**src/hw/rtl/ilep_pkg.sv**
```systemverilog
// ----------------------------------------------------------------------------
// Item location extent parser package
// Shared types and constants: the request and response payloads, the parse
// phase encoding and the parser state record.
// ----------------------------------------------------------------------------
package ilep_pkg;

   // Address width kept on offsets, lengths and bases.
   localparam int AddrWidth = 64;
   localparam logic [63:0] AddrMask = {64{1'b1}} >> (64 - AddrWidth);

   // Header byte positions within the first six payload bytes.
   localparam logic [3:0] HdrVersionByte = 4'd0;
   localparam logic [3:0] HdrSizeByte    = 4'd4;
   localparam logic [3:0] HdrBaseByte    = 4'd5;

   // Construction method handling.
   localparam logic [63:0] MethodMask = 64'h0F;
   localparam logic [3:0]  MethodIdat = 4'd1;

   // Version codes that carry the method field and the index width.
   localparam logic [7:0] Version1 = 8'd1;
   localparam logic [7:0] Version2 = 8'd2;

   // Parse phases, one-hot.
   typedef enum logic [10:0] {
      PhHeader    = 11'b000_0000_0001,
      PhCount     = 11'b000_0000_0010,
      PhId        = 11'b000_0000_0100,
      PhMethod    = 11'b000_0000_1000,
      PhDref      = 11'b000_0001_0000,
      PhBase      = 11'b000_0010_0000,
      PhExtCount  = 11'b000_0100_0000,
      PhExtIndex  = 11'b000_1000_0000,
      PhExtOffset = 11'b001_0000_0000,
      PhExtLength = 11'b010_0000_0000,
      PhTail      = 11'b100_0000_0000
   } phase_type;

   // One request: a payload byte and its last-byte mark.
   typedef struct packed {
      logic [7:0] byte_value;
      logic       last_byte;
   } req_type;

   // One response: an extent record and/or the done report.
   typedef struct packed {
      logic        extent_valid;
      logic [31:0] item_id;
      logic [63:0] extent_offset;
      logic [63:0] extent_length;
      logic        from_item_data;
      logic [15:0] extent_index;
      logic        done_res;
      logic        status;
   } rsp_type;

   // Parser state carried from byte to byte.
   typedef struct packed {
      phase_type   phase;
      logic [7:0]  box_version;
      logic [3:0]  offset_width;
      logic [3:0]  length_width;
      logic [3:0]  base_width;
      logic [3:0]  index_width;
      logic [3:0]  bytes_in_field;
      logic [63:0] accumulator;
      logic [31:0] items_left;
      logic [15:0] extents_left;
      logic [31:0] current_id;
      logic [3:0]  current_method;
      logic [63:0] base_value;
      logic [63:0] offset_value;
      logic [15:0] extent_counter;
   } state_type;

   localparam state_type StateInit = '{phase: PhHeader, default: '0};

endpackage

```
**src/hw/rtl/ilep_step.sv**
```systemverilog
// ----------------------------------------------------------------------------
// Item location extent parser step
// Next-state and response logic for one payload byte: field accumulation,
// field completion and the skipping of zero-width fields.
// ----------------------------------------------------------------------------
module ilep_step (
   input  ilep_pkg::state_type st,
   input  ilep_pkg::req_type   req,
   output ilep_pkg::state_type st_next,
   output logic                rsp_present,
   output ilep_pkg::rsp_type   rsp
);

   logic                ver12;
   logic                ver_small;
   logic                zero_ext;
   logic [3:0]          need;
   logic [3:0]          bif_inc;
   logic [63:0]         acc_shift;
   ilep_pkg::state_type work;
   logic                finish;
   logic                rec_vld;
   logic [63:0]         rec_off_op;
   logic [63:0]         rec_len;
   logic [15:0]         rec_idx;
   logic [31:0]         items_dec;
   logic [15:0]         left_dec;

   assign ver12     = (st.box_version == ilep_pkg::Version1) ||
                      (st.box_version == ilep_pkg::Version2);
   assign ver_small = (st.box_version < ilep_pkg::Version2);
   assign zero_ext  = (st.index_width == 4'd0) && (st.offset_width == 4'd0) &&
                      (st.length_width == 4'd0);
   assign acc_shift = {st.accumulator[55:0], req.byte_value};
   assign bif_inc   = st.bytes_in_field + 4'd1;
   assign left_dec  = st.extents_left - 16'd1;

   // Byte count of the field being read in the current phase.
   always_comb begin
      case (st.phase)
         ilep_pkg::PhCount, ilep_pkg::PhId: need = ver_small ? 4'd2 : 4'd4;
         ilep_pkg::PhMethod:    need = ver12 ? 4'd2 : 4'd0;
         ilep_pkg::PhDref:      need = 4'd2;
         ilep_pkg::PhBase:      need = st.base_width;
         ilep_pkg::PhExtCount:  need = 4'd2;
         ilep_pkg::PhExtIndex:  need = st.index_width;
         ilep_pkg::PhExtOffset: need = st.offset_width;
         ilep_pkg::PhExtLength: need = st.length_width;
         default:               need = 4'd1;
      endcase
   end

   // Byte consumption, field completion, then the zero-width field chain.
   always_comb begin
      work       = st;
      finish     = 1'b0;
      rec_vld    = 1'b0;
      rec_off_op = '0;
      rec_len    = '0;
      rec_idx    = '0;

      case (st.phase)
         ilep_pkg::PhHeader: begin
            if (st.bytes_in_field == ilep_pkg::HdrVersionByte) begin
               work.box_version = req.byte_value;
            end
            if (st.bytes_in_field == ilep_pkg::HdrSizeByte) begin
               work.offset_width = req.byte_value[7:4];
               work.length_width = req.byte_value[3:0];
            end
            if (st.bytes_in_field == ilep_pkg::HdrBaseByte) begin
               work.base_width     = req.byte_value[7:4];
               work.index_width    = ver12 ? req.byte_value[3:0] : 4'd0;
               work.phase          = ilep_pkg::PhCount;
               work.accumulator    = '0;
               work.bytes_in_field = '0;
            end else begin
               work.bytes_in_field = bif_inc;
            end
         end
         ilep_pkg::PhTail: begin
            // Trailing bytes after the last item are ignored.
            work = st;
         end
         default: begin
            work.accumulator    = acc_shift;
            work.bytes_in_field = bif_inc;
            if (bif_inc >= need) begin
               work.accumulator    = '0;
               work.bytes_in_field = '0;
               case (st.phase)
                  ilep_pkg::PhCount: begin
                     work.items_left = acc_shift[31:0];
                     work.phase = (acc_shift[31:0] == 32'd0) ? ilep_pkg::PhTail
                                                            : ilep_pkg::PhId;
                  end
                  ilep_pkg::PhId: begin
                     work.current_id     = acc_shift[31:0];
                     work.current_method = 4'd0;
                     work.phase          = ilep_pkg::PhMethod;
                  end
                  ilep_pkg::PhMethod: begin
                     work.current_method = 4'(acc_shift & ilep_pkg::MethodMask);
                     work.phase          = ilep_pkg::PhDref;
                  end
                  ilep_pkg::PhDref: begin
                     work.phase = ilep_pkg::PhBase;
                  end
                  ilep_pkg::PhBase: begin
                     work.base_value = acc_shift & ilep_pkg::AddrMask;
                     work.phase      = ilep_pkg::PhExtCount;
                  end
                  ilep_pkg::PhExtCount: begin
                     work.extents_left   = acc_shift[15:0];
                     work.extent_counter = '0;
                     if (acc_shift[15:0] == 16'd0) begin
                        finish     = 1'b1;
                        work.phase = ilep_pkg::PhTail;
                     end else begin
                        work.phase = ilep_pkg::PhExtIndex;
                     end
                  end
                  ilep_pkg::PhExtIndex: begin
                     work.phase = ilep_pkg::PhExtOffset;
                  end
                  ilep_pkg::PhExtOffset: begin
                     work.offset_value = acc_shift & ilep_pkg::AddrMask;
                     work.phase        = ilep_pkg::PhExtLength;
                  end
                  ilep_pkg::PhExtLength: begin
                     rec_vld             = 1'b1;
                     rec_off_op          = st.offset_value;
                     rec_len             = acc_shift & ilep_pkg::AddrMask;
                     rec_idx             = st.extent_counter;
                     work.extent_counter = st.extent_counter + 16'd1;
                     work.extents_left   = left_dec;
                     if (left_dec == 16'd0) begin
                        finish     = 1'b1;
                        work.phase = ilep_pkg::PhTail;
                     end else begin
                        work.phase = ilep_pkg::PhExtIndex;
                     end
                  end
                  default: begin
                     work.phase = st.phase;
                  end
               endcase
            end
         end
      endcase

      // Method field is absent outside versions one and two.
      if (work.phase == ilep_pkg::PhMethod && !ver12) begin
         work.current_method = 4'd0;
         work.phase          = ilep_pkg::PhDref;
      end
      // Base of zero width reads as zero.
      if (work.phase == ilep_pkg::PhBase && st.base_width == 4'd0) begin
         work.base_value = '0;
         work.phase      = ilep_pkg::PhExtCount;
      end
      if (work.phase == ilep_pkg::PhExtIndex && st.index_width == 4'd0) begin
         work.phase = ilep_pkg::PhExtOffset;
      end
      if (work.phase == ilep_pkg::PhExtOffset && st.offset_width == 4'd0) begin
         work.offset_value = '0;
         work.phase        = ilep_pkg::PhExtLength;
      end
      // Zero-length extent completes without a byte. When no extent field
      // takes a byte, all remaining extents of the item complete at once and
      // only the first one is reported.
      if (work.phase == ilep_pkg::PhExtLength && st.length_width == 4'd0) begin
         if (!rec_vld) begin
            rec_vld    = 1'b1;
            rec_off_op = work.offset_value;
            rec_len    = '0;
            rec_idx    = work.extent_counter;
         end
         if (zero_ext) begin
            work.extent_counter = work.extent_counter + work.extents_left;
            work.extents_left   = '0;
         end else begin
            work.extent_counter = work.extent_counter + 16'd1;
            work.extents_left   = work.extents_left - 16'd1;
         end
         if (work.extents_left == 16'd0) begin
            finish     = 1'b1;
            work.phase = ilep_pkg::PhTail;
         end else if (st.index_width == 4'd0) begin
            work.phase = ilep_pkg::PhExtOffset;
         end else begin
            work.phase = ilep_pkg::PhExtIndex;
         end
      end

      // End of an item: move to the next id or to the tail.
      items_dec = work.items_left - 32'd1;
      if (finish) begin
         work.items_left = items_dec;
         work.phase = (items_dec == 32'd0) ? ilep_pkg::PhTail : ilep_pkg::PhId;
      end
   end

   // Response assembly; unused fields read as zero.
   always_comb begin
      rsp.extent_valid   = rec_vld;
      rsp.item_id        = rec_vld ? st.current_id : 32'd0;
      rsp.extent_offset  = rec_vld ? ((st.base_value + rec_off_op) & ilep_pkg::AddrMask)
                                   : 64'd0;
      rsp.extent_length  = rec_len;
      rsp.from_item_data = rec_vld && (st.current_method == ilep_pkg::MethodIdat);
      rsp.extent_index   = rec_idx;
      rsp.done_res       = req.last_byte;
      rsp.status         = req.last_byte && (work.phase != ilep_pkg::PhTail);
   end

   assign rsp_present = rec_vld || req.last_byte;

   // The last byte returns the parser to its reset state for the next box.
   assign st_next = req.last_byte ? ilep_pkg::StateInit : work;

endmodule

```
**src/hw/rtl/item_location_extent_parser.sv**
```systemverilog
// ----------------------------------------------------------------------------
// Item location extent parser
// Parses item location box payload bytes into per-extent records.
// ----------------------------------------------------------------------------
// The parser takes one payload byte per request, from the version byte on,
// and sustains one request per clock cycle. A request lands in an input
// register; once the output register is free the field state update for
// that byte runs in one pass and its response, if any, is written to the
// output register. The only stall is a held response: while a response
// waits and rsp_ready is low, the parser holds its byte. A byte yields a
// response when it completes an extent or carries the last-byte mark; the
// marked byte reports done with status ok or truncated and clears the
// parser for the next box.
module item_location_extent_parser (
   input  logic              clock,
   input  logic              reset,
   input  logic              req_valid,
   output logic              req_ready,
   input  ilep_pkg::req_type req_data,
   output logic              rsp_valid,
   input  logic              rsp_ready,
   output ilep_pkg::rsp_type rsp_data
);

   logic                req_vld_ff;
   ilep_pkg::req_type   req_ff;
   ilep_pkg::state_type state_ff;
   ilep_pkg::state_type state_in;
   logic                rsp_vld_ff;
   ilep_pkg::rsp_type   rsp_ff;
   ilep_pkg::rsp_type   rsp_in;
   logic                rsp_present;
   logic                advance;

   // The held request is processed when the output register is free.
   assign advance   = req_vld_ff && (!rsp_vld_ff || rsp_ready);
   assign req_ready = !req_vld_ff || advance;

   ilep_step u_step (
      .st          (state_ff),
      .req         (req_ff),
      .st_next     (state_in),
      .rsp_present (rsp_present),
      .rsp         (rsp_in)
   );

   // Control and parser state.
   always_ff @(posedge clock) begin
      if (reset) begin
         req_vld_ff <= 1'b0;
         rsp_vld_ff <= 1'b0;
         state_ff   <= ilep_pkg::StateInit;
      end else begin
         if (req_ready) begin
            req_vld_ff <= req_valid;
         end
         if (advance) begin
            state_ff   <= state_in;
            rsp_vld_ff <= rsp_present;
         end else if (rsp_ready) begin
            rsp_vld_ff <= 1'b0;
         end
      end
   end

   // Payload registers.
   always_ff @(posedge clock) begin
      if (req_valid && req_ready) begin
         req_ff <= req_data;
      end
      if (advance && rsp_present) begin
         rsp_ff <= rsp_in;
      end
   end

   assign rsp_valid = rsp_vld_ff;
   assign rsp_data  = rsp_ff;

`ifndef SYNTH
   // A held request is never overwritten before it is processed.
   assert property (@(posedge clock) disable iff (reset)
      (req_vld_ff && !advance) |=> (req_vld_ff && $stable(req_ff)))
      else $error("held request lost or changed");

   // The last byte leaves the parser at the start of a new header.
   assert property (@(posedge clock) disable iff (reset)
      (advance && req_ff.last_byte) |=>
         (state_ff.phase == ilep_pkg::PhHeader && state_ff.bytes_in_field == 4'd0))
      else $error("parser not cleared after last byte");

   // Truncation status only travels with the done report.
   assert property (@(posedge clock) disable iff (reset)
      (rsp_valid && rsp_data.status) |-> rsp_data.done_res)
      else $error("status without done");

   // A response without an extent carries zero extent fields.
   assert property (@(posedge clock) disable iff (reset)
      (rsp_valid && !rsp_data.extent_valid) |->
         (rsp_data.extent_offset == 64'd0 && rsp_data.extent_length == 64'd0 &&
          rsp_data.item_id == 32'd0))
      else $error("extent fields set without an extent");
`endif

endmodule

```
**config.mk**
```make
export PLATFORM = sky130hd
export DESIGN_NAME = item_location_extent_parser
export DESIGN_NICKNAME = d
export VERILOG_FILES = /design/src/hw/rtl/ilep_pkg.sv /design/src/hw/rtl/ilep_step.sv /design/src/hw/rtl/item_location_extent_parser.sv
export SDC_FILE = /design/constraint.sdc
export NUM_CORES = 1
export LEC_CHECK = 0
export ABC_AREA = 1
export BUFFER_PORTS_ARGS = -buffer_cell sky130_fd_sc_hd__buf_2
export CAP_MARGIN = 25
export CORE_ASPECT_RATIO = 0.6
export CORE_MARGIN = 1.5
export CORE_UTILIZATION = 45
export DETAILED_ROUTE_END_ITERATION = 10
export SYNTH_ARGS = -nofsm -noshare
export SYNTH_HDL_FRONTEND = slang
export SYNTH_SLANG_ARGS = --single-unit
```
**constraint.sdc**
```tcl
create_clock -name clock -period 11.1 [get_ports clock]
set_input_delay 3.33 -clock clock [delete_from_list [all_inputs] [get_ports clock]]
set_output_delay 3.33 -clock clock [all_outputs]
set_load 0.01 [all_outputs]
```
==> Implementation_results.wiki <==
{| class="wikitable"
! Metric !! Value
|-
| Post-CTS Hold Buffers || 0
|-
| Final setup violating endpoints || 0
|-
| CTS clock-pin slew for the worst setup and hold paths || 0.07 ns
|-
| Startpoint type of the worst setup path || flip-flop
|-
| Cell types occupying the most area after synthesis || sky130_fd_sc_hd__dfxtp_1 21%, sky130_fd_sc_hd__edfxtp_1 19%, sky130_fd_sc_hd__nand2_1 8.9%
|-
| FMAX || slightly below 100 MHz
|-
| # DRC || 0
|-
| Overall Global Routing Usage || between 20% and 30%
|-
| Utilization of the core after routing || 50.5%
|-
| Leak Pwr || ~14 nW
|-
| Clock tree skew after final layout || 0.0236 ns
|-
| Proportion of synthesized flip-flops having asynchronous set or reset || 0%
|-
| Final clock period utilization by the worst path || about 92%
|-
| Die ar. || around 0.069 mm²
|-
| Max H-tree Level || 2
|-
| Multi-input logic area || 0.0154 mm²
|-
| IO Port Bufs || 194
|-
| Vias || 27607
|-
| Global placement routability congestion || 0.973
|-
| Largest stage delay on the critical path || 0.50 ns
|-
| Type of element capturing the critical path || flip-flop
|-
| Number of distinct library cells after synthesis || 67
|-
| Number of core rows || 73
|-
| Initial antenna violation count || 0
|-
| Post-layout min period || just over 10 ns
|-
| Bufs and invs on worst path || 5
|-
| Total power of the final layout || 4.27 mW
|-
| CTS root buf || sky130_fd_sc_hd__clkbuf_16
|-
| Post-synthesis register bit count || between 500 and 600
|-
| Nets || between 4000 and 5000
|-
| Largest delay share family, worst path || simple AND/OR/NAND/NOR gates
|-
| Count of warnings emitted by yosys || 0
|-
| Count of clock tree sinks || 514
|-
| Placed Cells || 4885
|-
| Count of flip-flops with a built-in enable after synthesis || 189
|-
| Maximum clock path buffer count || 3
|-
| Top-area cell type share of the netlist area || 21.4%
|-
| Pins over their slew limit || 0
|-
| Max_slew headroom || 26.2%
|-
| Placeable core region || between 0.06 and 0.07 mm²
|-
| Worst hold path class || flip-flop to flip-flop
|-
| Count of maximum capacitance violations || 0
|-
| Average wire per standard cell || 19.7 µm
|-
| Type of the worst setup path || flip-flop to flip-flop
|-
| Horizontal extent of the die || 338 µm
|-
| Antenna viol nets, final || 0
|-
| Initial Utilization || around 46%
|-
| Commonest non-fill, non-tap cells in the layout || 717 x sky130_fd_sc_hd__nand2_1, 492 x sky130_fd_sc_hd__nor2_1, 427 x sky130_fd_sc_hd__inv_1
|-
| Number of cells on the worst reg-to-reg path || 54
|-
| Detailed placer's ending HPWL || 69100 µm
|-
| Area added between synthesis and finish || 10.7%
|-
| RSZ-0062 raised after global routing || no
|-
| Total power density per cell area || 127 mW/mm²
|-
| Sum of routed wire length over all layers || 98100 µm
|-
| Top cell by count, worst path || sky130_fd_sc_hd__nand2_1
|-
| Worst-Margin Slew || 1.10 ns
|-
| Clock tree from TritonCTS || yes
|-
| Remaining Overflow, GRT || 0
|-
| Worst path slowest cell || sky130_fd_sc_hd__dfxtp_1
|-
| Pin count of the biggest net entering global routing || 109
|-
| Number of resized instances in the post-cts repair step || 0
|-
| Post-synthesis average cell area || 7.65 µm²
|-
| Number of cells on the critical path || 54
|-
| # IOs || 195
|-
| # fillers || 6665
|-
| Instance count of the mapped netlist || a little under 4000
|-
| Synthesized net count || 4076
|-
| Share of synthesized area occupied by flip-flops and latches || 40.1%
|-
| Seq. cell area || 0.0122 mm²
|-
| CP required || 11.48 ns
|-
| Dominant synthesized flop cell || sky130_fd_sc_hd__dfxtp_1
|-
| Post-DP Area || roughly 0.032 mm²
|-
| Detail-routed via count per cell || ~5.5
|-
| Detailed Routing Iterations Pass 1 || 6
|-
| Final instance area || 0.0336 mm²
|-
| Final Hold Fails || 0
|-
| Num CTS Buffers || 52
|-
| First-pass GRT wire length || 151000 µm
|-
| Result of the run || complete, no violations
|-
| Highest net fanout along the worst path || 32
|-
| Biggest area consumer among synthesized cells || sky130_fd_sc_hd__dfxtp_1
|-
| Worst VDD drop || 0.000105 V
|-
| Post-CTS Repair Setup Buffers || 0
|-
| Cells on Worst Hold Path || 2
|-
| Proportion of layout cells with a drive suffix above 1 || a little over an eighth
|-
| Violation count after the first detailed-routing iteration || roughly 2900
|-
| Critical path data arrival time || between 10 and 15 ns
|-
| Most common cell after layout, fill and taps aside || sky130_fd_sc_hd__nand2_1
|-
| Number of diodes || 0
|-
| Area of the mapped netlist || 0.0304 mm²
|-
| Overall die height || 204 µm
|-
| Post-layout instance count excluding filler cells || 4985
|-
| Clock latency on the worst-skew pair || 0.63 ns
|-
| Setup_tns || 0 ns
|-
| Via count of the first global-routing pass || between 20000 and 30000
|}
## worst register-to-register path, delay by kind of cell, from the launching register on
| family | cells | cell delay (ns) |
|---|---|---|
| simple gates | 31 | 4.30 |
| compound gates | 15 | 3.67 |
| fa+ha+maj | 3 | 0.77 |
| buf+inv | 5 | 0.70 |
| flops | 1 | 0.50 |
## final cells by class
class | count | area share, %
clock inverters | 27 | 1.09
repair buffers | 230 | 3.79
multi-input cells | 2782 | 45.9
inverters | 462 | 5.25
well taps | 900 | 3.35
flip-flops and latches | 514 | 36.3
clock buffers | 70 | 4.35
## path summary, 6_finish.rpt
path                                 endpoint           from  slack [ns]
worst max-delay path            rsp_data[143]  state_ff[322]        0.91
worst min-delay path            state_ff[226]  state_ff[226]        0.46
worst max register to register  rsp_data[143]  state_ff[322]        0.91
worst min register to register  state_ff[226]  state_ff[226]        0.46
## sequential cells by signal (all words and copies together) (netlist names)
| register | count |
|---|---|
| rsp_data | 180 |
| rsp_valid | 1 |
| state_ff | 323 |
| req_ff | 9 |
| req_vld_ff | 1 |
## report_power, final
group / internal (mW) / switching (mW)
Combinational: 0.0852 / 0.245
Clock: 1.11 / 0.803
Sequential: 1.98 / 0.0350
Total: 3.18 / 1.08
## logic make-up after synthesis
family                     Yosys count  synth area share (%)
AOI/OAI and AO/OA                 1025                  21.7
xor gates and xnor gates            80                  2.31
adders and majority gates           93                  3.88
buffers and inverters              674                  9.13
DFF                                514                  40.1
and+or+nand+nor                   1584                  22.8
## layer usage
layer	up-vias	routed length (µm)	GRT usage, %
li1	13577	-	-
met1	12910	49700	43.8
met2	1029	37800	38.2
met3	91	9080	6.50
met4	0	1500	5.57
met5	-	0	0
## Yosys cell counts, drive strengths merged, types with 28 or more instances
library cell,instances
nor2,562
nand4,34
a21oi,361
o31ai,66
a31oi,72
edfxtp,189
o21ai,199
xor2,52
nand2,748
dfxtp,325
inv,459
nand3,148
clkbuf,151
o21a,86
buf,60
a211oi,75
ha,91
xnor2,28
o211ai,104
nor3,53
## stage by stage
stage,hold WS [ns],worst slack [ns]
CTS,0.464,1.09
global placement,0.453,1.22
finish,0.463,0.911
floorplan,0.428,2.69
detailed placement,0.454,1.14
global route,0.479,0.0307
No activity file was read; power rests on OpenSTA's default activity.
